`src/hw/rtl/cfbc_pkg.sv`:
```
`default_nettype none

package cfbc_pkg;

	// Frame geometry: 74 bytes sent as 37 byte pairs.
	localparam int PAIR_COUNT = 37;
	localparam logic [5:0] PAIR_LAST = 6'(PAIR_COUNT - 1);

	// Pair positions that carry something other than zero.
	localparam logic [5:0] PAIR_SEQ     = 6'd0;
	localparam logic [5:0] PAIR_FIELDS  = 6'd1;
	localparam logic [5:0] PAIR_STATION = 6'd2;
	localparam logic [5:0] PAIR_VER0    = 6'd9;
	localparam logic [5:0] PAIR_VER1    = 6'd10;
	localparam logic [5:0] PAIR_VER2    = 6'd11;
	localparam logic [5:0] PAIR_VER3    = 6'd12;
	localparam logic [5:0] PAIR_CRC_HI  = 6'd35;
	localparam logic [5:0] PAIR_CRC_LO  = 6'd36;

	// Version digits, two per pair.
	localparam logic [15:0] VER_PAIR0 = {8'd0, 8'd6};
	localparam logic [15:0] VER_PAIR1 = {8'd2, 8'd5};
	localparam logic [15:0] VER_PAIR2 = {8'd0, 8'd8};
	localparam logic [15:0] VER_PAIR3 = {8'd4, 8'd6};

	// Reflected CRC-32 constants.
	localparam logic [31:0] CRC_INIT   = 32'hFFFF_FFFF;
	localparam logic [31:0] CRC_POLY   = 32'hEDB8_8320;
	localparam logic [31:0] CRC_XOROUT = 32'hFFFF_FFFF;

	// Everything needed to produce one frame.
	typedef struct packed {
		logic [7:0]  seq_low;
		logic [7:0]  seq_high;
		logic [7:0]  robot_state;
		logic [7:0]  alliance;
		logic [7:0]  station_number;
		logic [31:0] crc;
	} frame_rec_t;

	// Content of one byte pair of the frame, earlier byte in the upper half.
	function automatic logic [15:0] pair_bytes(frame_rec_t rec, logic [5:0] idx);
		logic [15:0] r;
		case (idx)
			PAIR_SEQ:     r = {rec.seq_low, rec.seq_high};
			PAIR_FIELDS:  r = {rec.robot_state, rec.alliance};
			PAIR_STATION: r = {rec.station_number, 8'h00};
			PAIR_VER0:    r = VER_PAIR0;
			PAIR_VER1:    r = VER_PAIR1;
			PAIR_VER2:    r = VER_PAIR2;
			PAIR_VER3:    r = VER_PAIR3;
			PAIR_CRC_HI:  r = rec.crc[31:16];
			PAIR_CRC_LO:  r = rec.crc[15:0];
			default:      r = 16'h0000;
		endcase
		return r;
	endfunction

endpackage

`default_nettype wire

```
`src/hw/rtl/cfbc_front.sv`:
```
`default_nettype none

module cfbc_front import cfbc_pkg::*; (
	input  wire logic       clk,
	input  wire logic       arst_n,
	input  wire logic       push,
	output logic            full,
	input  wire logic [7:0] robot_state,
	input  wire logic [7:0] alliance,
	input  wire logic [7:0] station_number,
	output logic            q_push,
	output frame_rec_t      q_data,
	input  wire logic       q_full
);

	// One byte through the reflected CRC, one bit per step.
	function automatic logic [31:0] crc_byte(logic [31:0] c, logic [7:0] b);
		logic [31:0] r;
		r = c ^ {24'h000000, b};
		for (int i = 0; i < 8; i++) begin
			r = r[0] ? ((r >> 1) ^ CRC_POLY) : (r >> 1);
		end
		return r;
	endfunction

	logic       busy_q;
	logic [5:0] cnt_q;
	logic [7:0] seq_low_q;
	logic [7:0] seq_high_q;
	logic [31:0] crc_q;
	frame_rec_t rec_q;
	frame_rec_t rec_zero;
	logic [15:0] pair_w;
	logic [31:0] crc_next;
	logic       done;
	logic       push_ok;
	logic       accept;

	// The CRC sees the frame with its CRC bytes still zero.
	always_comb begin
		rec_zero = rec_q;
		rec_zero.crc = '0;
		pair_w = pair_bytes(rec_zero, cnt_q);
		crc_next = crc_byte(crc_byte(crc_q, pair_w[15:8]), pair_w[7:0]);
	end

	// The last pair step hands the finished record to the queue.
	assign done    = busy_q && (cnt_q == PAIR_LAST);
	assign push_ok = done && !q_full;
	assign full    = busy_q && !push_ok;
	assign accept  = push && !full;

	assign q_push = push_ok;
	always_comb begin
		q_data = rec_q;
		q_data.crc = crc_next ^ CRC_XOROUT;
	end

	// Control state and the sequence counter.
	always_ff @(posedge clk or negedge arst_n) begin
		if (!arst_n) begin
			busy_q     <= 1'b0;
			cnt_q      <= '0;
			seq_low_q  <= '0;
			seq_high_q <= '0;
		end else begin
			if (accept) begin
				busy_q <= 1'b1;
				cnt_q  <= '0;
				if (seq_high_q == 8'h00) begin
					if (seq_low_q == 8'hFF) begin
						seq_low_q  <= 8'h00;
						seq_high_q <= 8'h01;
					end else begin
						seq_low_q <= seq_low_q + 8'h01;
					end
				end else if (seq_high_q == 8'hFF) begin
					seq_low_q  <= 8'h00;
					seq_high_q <= 8'h00;
				end else begin
					seq_high_q <= seq_high_q + 8'h01;
				end
			end else if (push_ok) begin
				busy_q <= 1'b0;
			end else if (busy_q && !done) begin
				cnt_q <= cnt_q + 6'd1;
			end
		end
	end

	// Request fields and the running CRC.
	always_ff @(posedge clk) begin
		if (accept) begin
			rec_q.seq_low        <= seq_low_q;
			rec_q.seq_high       <= seq_high_q;
			rec_q.robot_state    <= robot_state;
			rec_q.alliance       <= alliance;
			rec_q.station_number <= station_number;
			rec_q.crc            <= '0;
			crc_q                <= CRC_INIT;
		end else if (busy_q && !done) begin
			crc_q <= crc_next;
		end
	end

endmodule

`default_nettype wire

```
`src/hw/rtl/cfbc_queue.sv`:
```
`default_nettype none

module cfbc_queue import cfbc_pkg::*; (
	input  wire logic       clk,
	input  wire logic       arst_n,
	input  wire logic       wr_en,
	input  wire frame_rec_t wr_data,
	output logic            q_full,
	input  wire logic       rd_en,
	output frame_rec_t      rd_data,
	output logic            q_empty
);

	frame_rec_t entry_q [2];
	logic       wr_ptr_q;
	logic       rd_ptr_q;
	logic [1:0] count_q;
	logic       do_wr;
	logic       do_rd;

	assign q_full  = (count_q == 2'd2);
	assign q_empty = (count_q == 2'd0);
	assign do_wr   = wr_en && !q_full;
	assign do_rd   = rd_en && !q_empty;
	assign rd_data = entry_q[rd_ptr_q];

	// Pointers and fill level.
	always_ff @(posedge clk or negedge arst_n) begin
		if (!arst_n) begin
			wr_ptr_q <= 1'b0;
			rd_ptr_q <= 1'b0;
			count_q  <= '0;
		end else begin
			if (do_wr) begin
				wr_ptr_q <= !wr_ptr_q;
			end
			if (do_rd) begin
				rd_ptr_q <= !rd_ptr_q;
			end
			if (do_wr && !do_rd) begin
				count_q <= count_q + 2'd1;
			end else if (do_rd && !do_wr) begin
				count_q <= count_q - 2'd1;
			end
		end
	end

	// Entry storage.
	always_ff @(posedge clk) begin
		if (do_wr) begin
			entry_q[wr_ptr_q] <= wr_data;
		end
	end

endmodule

`default_nettype wire

```
`src/hw/rtl/cfbc_back.sv`:
```
`default_nettype none

module cfbc_back import cfbc_pkg::*; (
	input  wire logic       clk,
	input  wire logic       arst_n,
	input  wire logic       q_empty,
	input  wire frame_rec_t q_head,
	output logic            q_pop,
	output logic            empty,
	input  wire logic       pop,
	output logic [15:0]     pair_data,
	output logic [5:0]      pair_index,
	output logic            last
);

	logic [5:0] k_q;
	logic       out_valid_q;
	logic       load;

	// A new pair enters the output register when it is free or being emptied.
	assign load  = (!out_valid_q || pop) && !q_empty;
	assign q_pop = load && (k_q == PAIR_LAST);
	assign empty = !out_valid_q;

	// Pair counter and output valid.
	always_ff @(posedge clk or negedge arst_n) begin
		if (!arst_n) begin
			k_q         <= '0;
			out_valid_q <= 1'b0;
		end else begin
			if (load) begin
				out_valid_q <= 1'b1;
				k_q <= (k_q == PAIR_LAST) ? 6'd0 : k_q + 6'd1;
			end else if (pop) begin
				out_valid_q <= 1'b0;
			end
		end
	end

	// Output payload.
	always_ff @(posedge clk) begin
		if (load) begin
			pair_data  <= pair_bytes(q_head, k_q);
			pair_index <= k_q;
			last       <= (k_q == PAIR_LAST);
		end
	end

endmodule

`default_nettype wire

```
`src/hw/rtl/control_frame_builder_crc32.sv`:
```
// Flow: the front runs the CRC over all 37 pairs and writes the record into the queue;
// the back loads the first pair; the other 36 follow one per cycle while pop is held.
// Throughput: the front takes no new request until it hands the last record to the queue;
// the CRC takes two bytes per cycle; the port moves one pair per cycle while pop is held.
// Reset: arst_n clears the sequence counter, the queue and all valid flags at once.
`default_nettype none

module control_frame_builder_crc32 import cfbc_pkg::*; (
	input  wire logic        clk,
	input  wire logic        arst_n,
	input  wire logic        push,
	output logic             full,
	input  wire logic [7:0]  robot_state,
	input  wire logic [7:0]  alliance,
	input  wire logic [7:0]  station_number,
	output logic             empty,
	input  wire logic        pop,
	output logic [15:0]      pair_data,
	output logic [5:0]       pair_index,
	output logic             last
);

	logic       fq_push;
	frame_rec_t fq_wdata;
	logic       fq_full;
	logic       fq_pop;
	frame_rec_t fq_head;
	logic       fq_empty;

	// Front: sequence numbering and CRC over the frame.
	cfbc_front u_front (
		.clk            (clk),
		.arst_n         (arst_n),
		.push           (push),
		.full           (full),
		.robot_state    (robot_state),
		.alliance       (alliance),
		.station_number (station_number),
		.q_push         (fq_push),
		.q_data         (fq_wdata),
		.q_full         (fq_full)
	);

	// Queue of finished frame records.
	cfbc_queue u_queue (
		.clk     (clk),
		.arst_n  (arst_n),
		.wr_en   (fq_push),
		.wr_data (fq_wdata),
		.q_full  (fq_full),
		.rd_en   (fq_pop),
		.rd_data (fq_head),
		.q_empty (fq_empty)
	);

	// Back: sends each frame as 37 pairs.
	cfbc_back u_back (
		.clk        (clk),
		.arst_n     (arst_n),
		.q_empty    (fq_empty),
		.q_head     (fq_head),
		.q_pop      (fq_pop),
		.empty      (empty),
		.pop        (pop),
		.pair_data  (pair_data),
		.pair_index (pair_index),
		.last       (last)
	);

endmodule

`default_nettype wire
```
`config.mk`:
```
export PLATFORM = sky130hd
export DESIGN_NAME = control_frame_builder_crc32
export DESIGN_NICKNAME = d
export VERILOG_FILES = /design/src/hw/rtl/cfbc_pkg.sv /design/src/hw/rtl/cfbc_front.sv /design/src/hw/rtl/cfbc_queue.sv /design/src/hw/rtl/cfbc_back.sv /design/src/hw/rtl/control_frame_builder_crc32.sv
export SDC_FILE = /design/constraint.sdc
export NUM_CORES = 1
export LEC_CHECK = 0
export BUFFER_PORTS_ARGS = -buffer_cell sky130_fd_sc_hd__buf_2
export CAP_MARGIN = 25
export CORE_ASPECT_RATIO = 1.1
export CORE_MARGIN = 10
export CORE_UTILIZATION = 45
export DETAILED_ROUTE_END_ITERATION = 6
export GPL_ROUTABILITY_DRIVEN = 1
export PLACE_DENSITY = 0.61
export SYNTH_ARGS = -nofsm -noshare
export SYNTH_HDL_FRONTEND = slang
export SYNTH_SLANG_ARGS = --single-unit
```
`constraint.sdc`:
```
create_clock -name clk -period 6.2 [get_ports clk]
set_clock_uncertainty 0.1 [all_clocks]
set_input_delay 0.31 -clock clk [delete_from_list [all_inputs] [get_ports clk]]
set_output_delay 0.31 -clock clk [all_outputs]
set_load 0.005 [all_outputs]
```
==> metrics <==
Post-Route WL=29.81 mm; die height=a little under 200 µm; sequential area share after synthesis=63.30%; TritonRoute pass-1 iters=7; minimum clock period=approximately 4.9 ns; vias in the first global route=7382; R2R Setup Slk=1.31 ns; Hold Violations, Final=0; # hold bufs at CTS=27; Post-synth EDFFs=between 200 and 250; R2R Path Start=u_front.cnt_q[1]; Synth async-reset ratio=12.45%; DIE AREA=~34000 µm²; root buffer cell=clkbuf_16; area growth from synthesis to layout=15.94%; leading cell types in the layout, fill and taps excluded=edfxtp_1 (207), xnor2_1 (119), nor2_1 (62); layout cells sized above 1=14.14%; Site Rows=63; yosys warns=0; Top FF cell, synth=edfxtp_1; status=complete, but fails checks; CTS tree=done; RSZ-0062 raised after global routing=no; total global routing track utilization=17.44%; Placeable Area=26800 µm²; ANT cells=0; Critical Path Fanout Max=17; Peak Freq=just over 200 MHz; nets=about 1000; Die X=176.8 µm; Max-Cap Viols=0; Post-route DRC=1; Worst setup EP type=flip-flop; drt first-iter violations=710; worst skew pair latency=0.58 ns; worst r2r path cells=11; wire per inst=22.13 µm; post-CTS sizing=0; antenna viol nets, final=0; largest net degree at the start of global routing=73; maximum root-to-sink buffer count=3; max_slew headroom=between 10% and 20%; Initial Util=45.43%; gr ovfl total=0; Synth Cell Area=12180 µm²; critical path class=flip-flop to flip-flop; Vias=7345; final setup fails=0; Min-Delay Path Class=input port to asynchronous set/reset pin; Placer Congestion=0.8680; Synth Instances=890; Avg Cell Area, Syn=13.68 µm²; commonest non-fill, non-tap cell in the layout=edfxtp_1; Yosys reg bits=roughly 270; initial antenna violation count=0; Tcrit/Tclk final=78.88%; Worst Max-Slew Pin Slew=1.271 ns; Worst-path clk slew=~0.06 ns; Post-CTS Setup Bufs=0; sink count of the clock tree=273; Port Buffers=52; Worst EP required=6.52 ns; failing checks=DRC; CTS buffer count=28; DR vias/cell=5.453; Setup TNS=0 ns; Final Max Tran Viols=0; first-pass GRT wire length=45.24 mm; FF-to-FF End=u_front.crc_q[8]; H-Tree Depth=1; WP data arrival=5.21 ns; Synth cell types=60; Startpoint Class=flip-flop; Mapped Nets=930; HPWL after detailed placement=21.00 mm; I/O Pins=53
logic make-up after synthesis:
family / Yosys count / share of synthesized area (%)
AOI/OAI and AO/OA: 155 / 8.560
and+or+nand+nor: 165 / 6.474
xor gates and xnor gates: 175 / 14.11
adders and majority gates: 12 / 1.233
DFF: 273 / 63.30
buffers and inverters: 57 / 1.891
muxes: 53 / 4.429
Yosys cell counts (12+ instances only):
master,count,area (µm²)
edfxtp_1,207,6216
ha_1,12,150.1
dfxtp_1,32,640.6
inv_1,14,52.55
xor2_1,40,350.3
o21ai_0,46,230.2
nor2_1,62,232.7
mux2i_1,46,460.4
nand3_1,14,70.07
a222oi_1,22,220.2
o22ai_1,14,87.58
dfrtp_1,34,850.8
nand2_1,29,108.9
a21oi_1,29,145.1
clkbuf_1,31,116.4
xnor2_1,119,1042
worst max-delay path: stages, from the launching register on:
cell	delay [ns]
dfrtp_1	0.39
inv_1	0.09
ha_1	0.42
a222oi_1	1.03
xnor2_1	0.20
nor2_1	0.07
xnor2_1	0.53
xnor3_2	0.70
xnor2_2	0.50
xnor2_2	0.15
xnor2_1	0.43
o21ai_1	0.13
sequential cells by signal, indices dropped and copies added, names as in the netlist, 2 cells and up:
signal	cells
u_back.k_q	6
u_front.cnt_q	6
u_queue.count_q	2
u_front.crc_q	32
u_back.pair_index	6
u_back.pair_data	16
u_front.seq_high_q	8
u_front.q_data	40
u_queue.entry_q	144
u_front.seq_low_q	8
final cells by class:
type | instances | area, µm²
Fill cell | 2272 | 12680
Clock buffer | 33 | 760.7
Tap cell | 357 | 446.7
Sequential cell | 273 | 7709
Clock inverter | 19 | 265.3
Inverter | 16 | 60.06
Multi-Input combinational cell | 560 | 4249
Timing Repair Buffer | 89 | 625.6
routing by layer:
layer | routed length (µm) | part of all wire, % | global-route usage, % | vias up
li1 | - | - | - | 3465
met1 | 13250 | 44 | 23.26 | 3626
met2 | 14270 | 48 | 28.85 | 207
met3 | 1616 | 5.4 | 2.935 | 47
met4 | 668 | 2.2 | 4.853 | 0
met5 | 0 | 0 | 0 | -
per-stage QoR:
step	hold slack, ns	std cells	setup WS, ns	area, µm²	utilization [%]
after floorplan	-0.08559	890	0.3536	12180	-
after CTS	0.3015	1347	1.294	14120	52.67
after detailed placement	0.3714	1268	1.290	12820	47.83
after global routing	0.3292	1347	1.063	14120	52.67
final	0.2935	1347	1.309	14120	52.67
after global placement	0.3711	1267	1.463	12790	47.73
worst max path at each step:
stage	start	to	slack (ns)	cells after the start
final	u_front.cnt_q[1]	u_front.crc_q[8]	1.31	11
after global routing	u_front.cnt_q[1]	u_front.crc_q[8]	1.06	11
after CTS	u_front.cnt_q[1]	u_front.crc_q[8]	1.29	11
after detailed placement	u_front.cnt_q[1]	u_front.crc_q[8]	1.29	11
after global placement	u_front.cnt_q[1]	u_queue.entry_q[0][8]	1.46	10
after floorplan	u_front.cnt_q[0]	u_queue.entry_q[0][0]	0.35	7
Power is not shown: default switching activity piles up to over one toggle a cycle in this logic, so the estimate is an artifact.
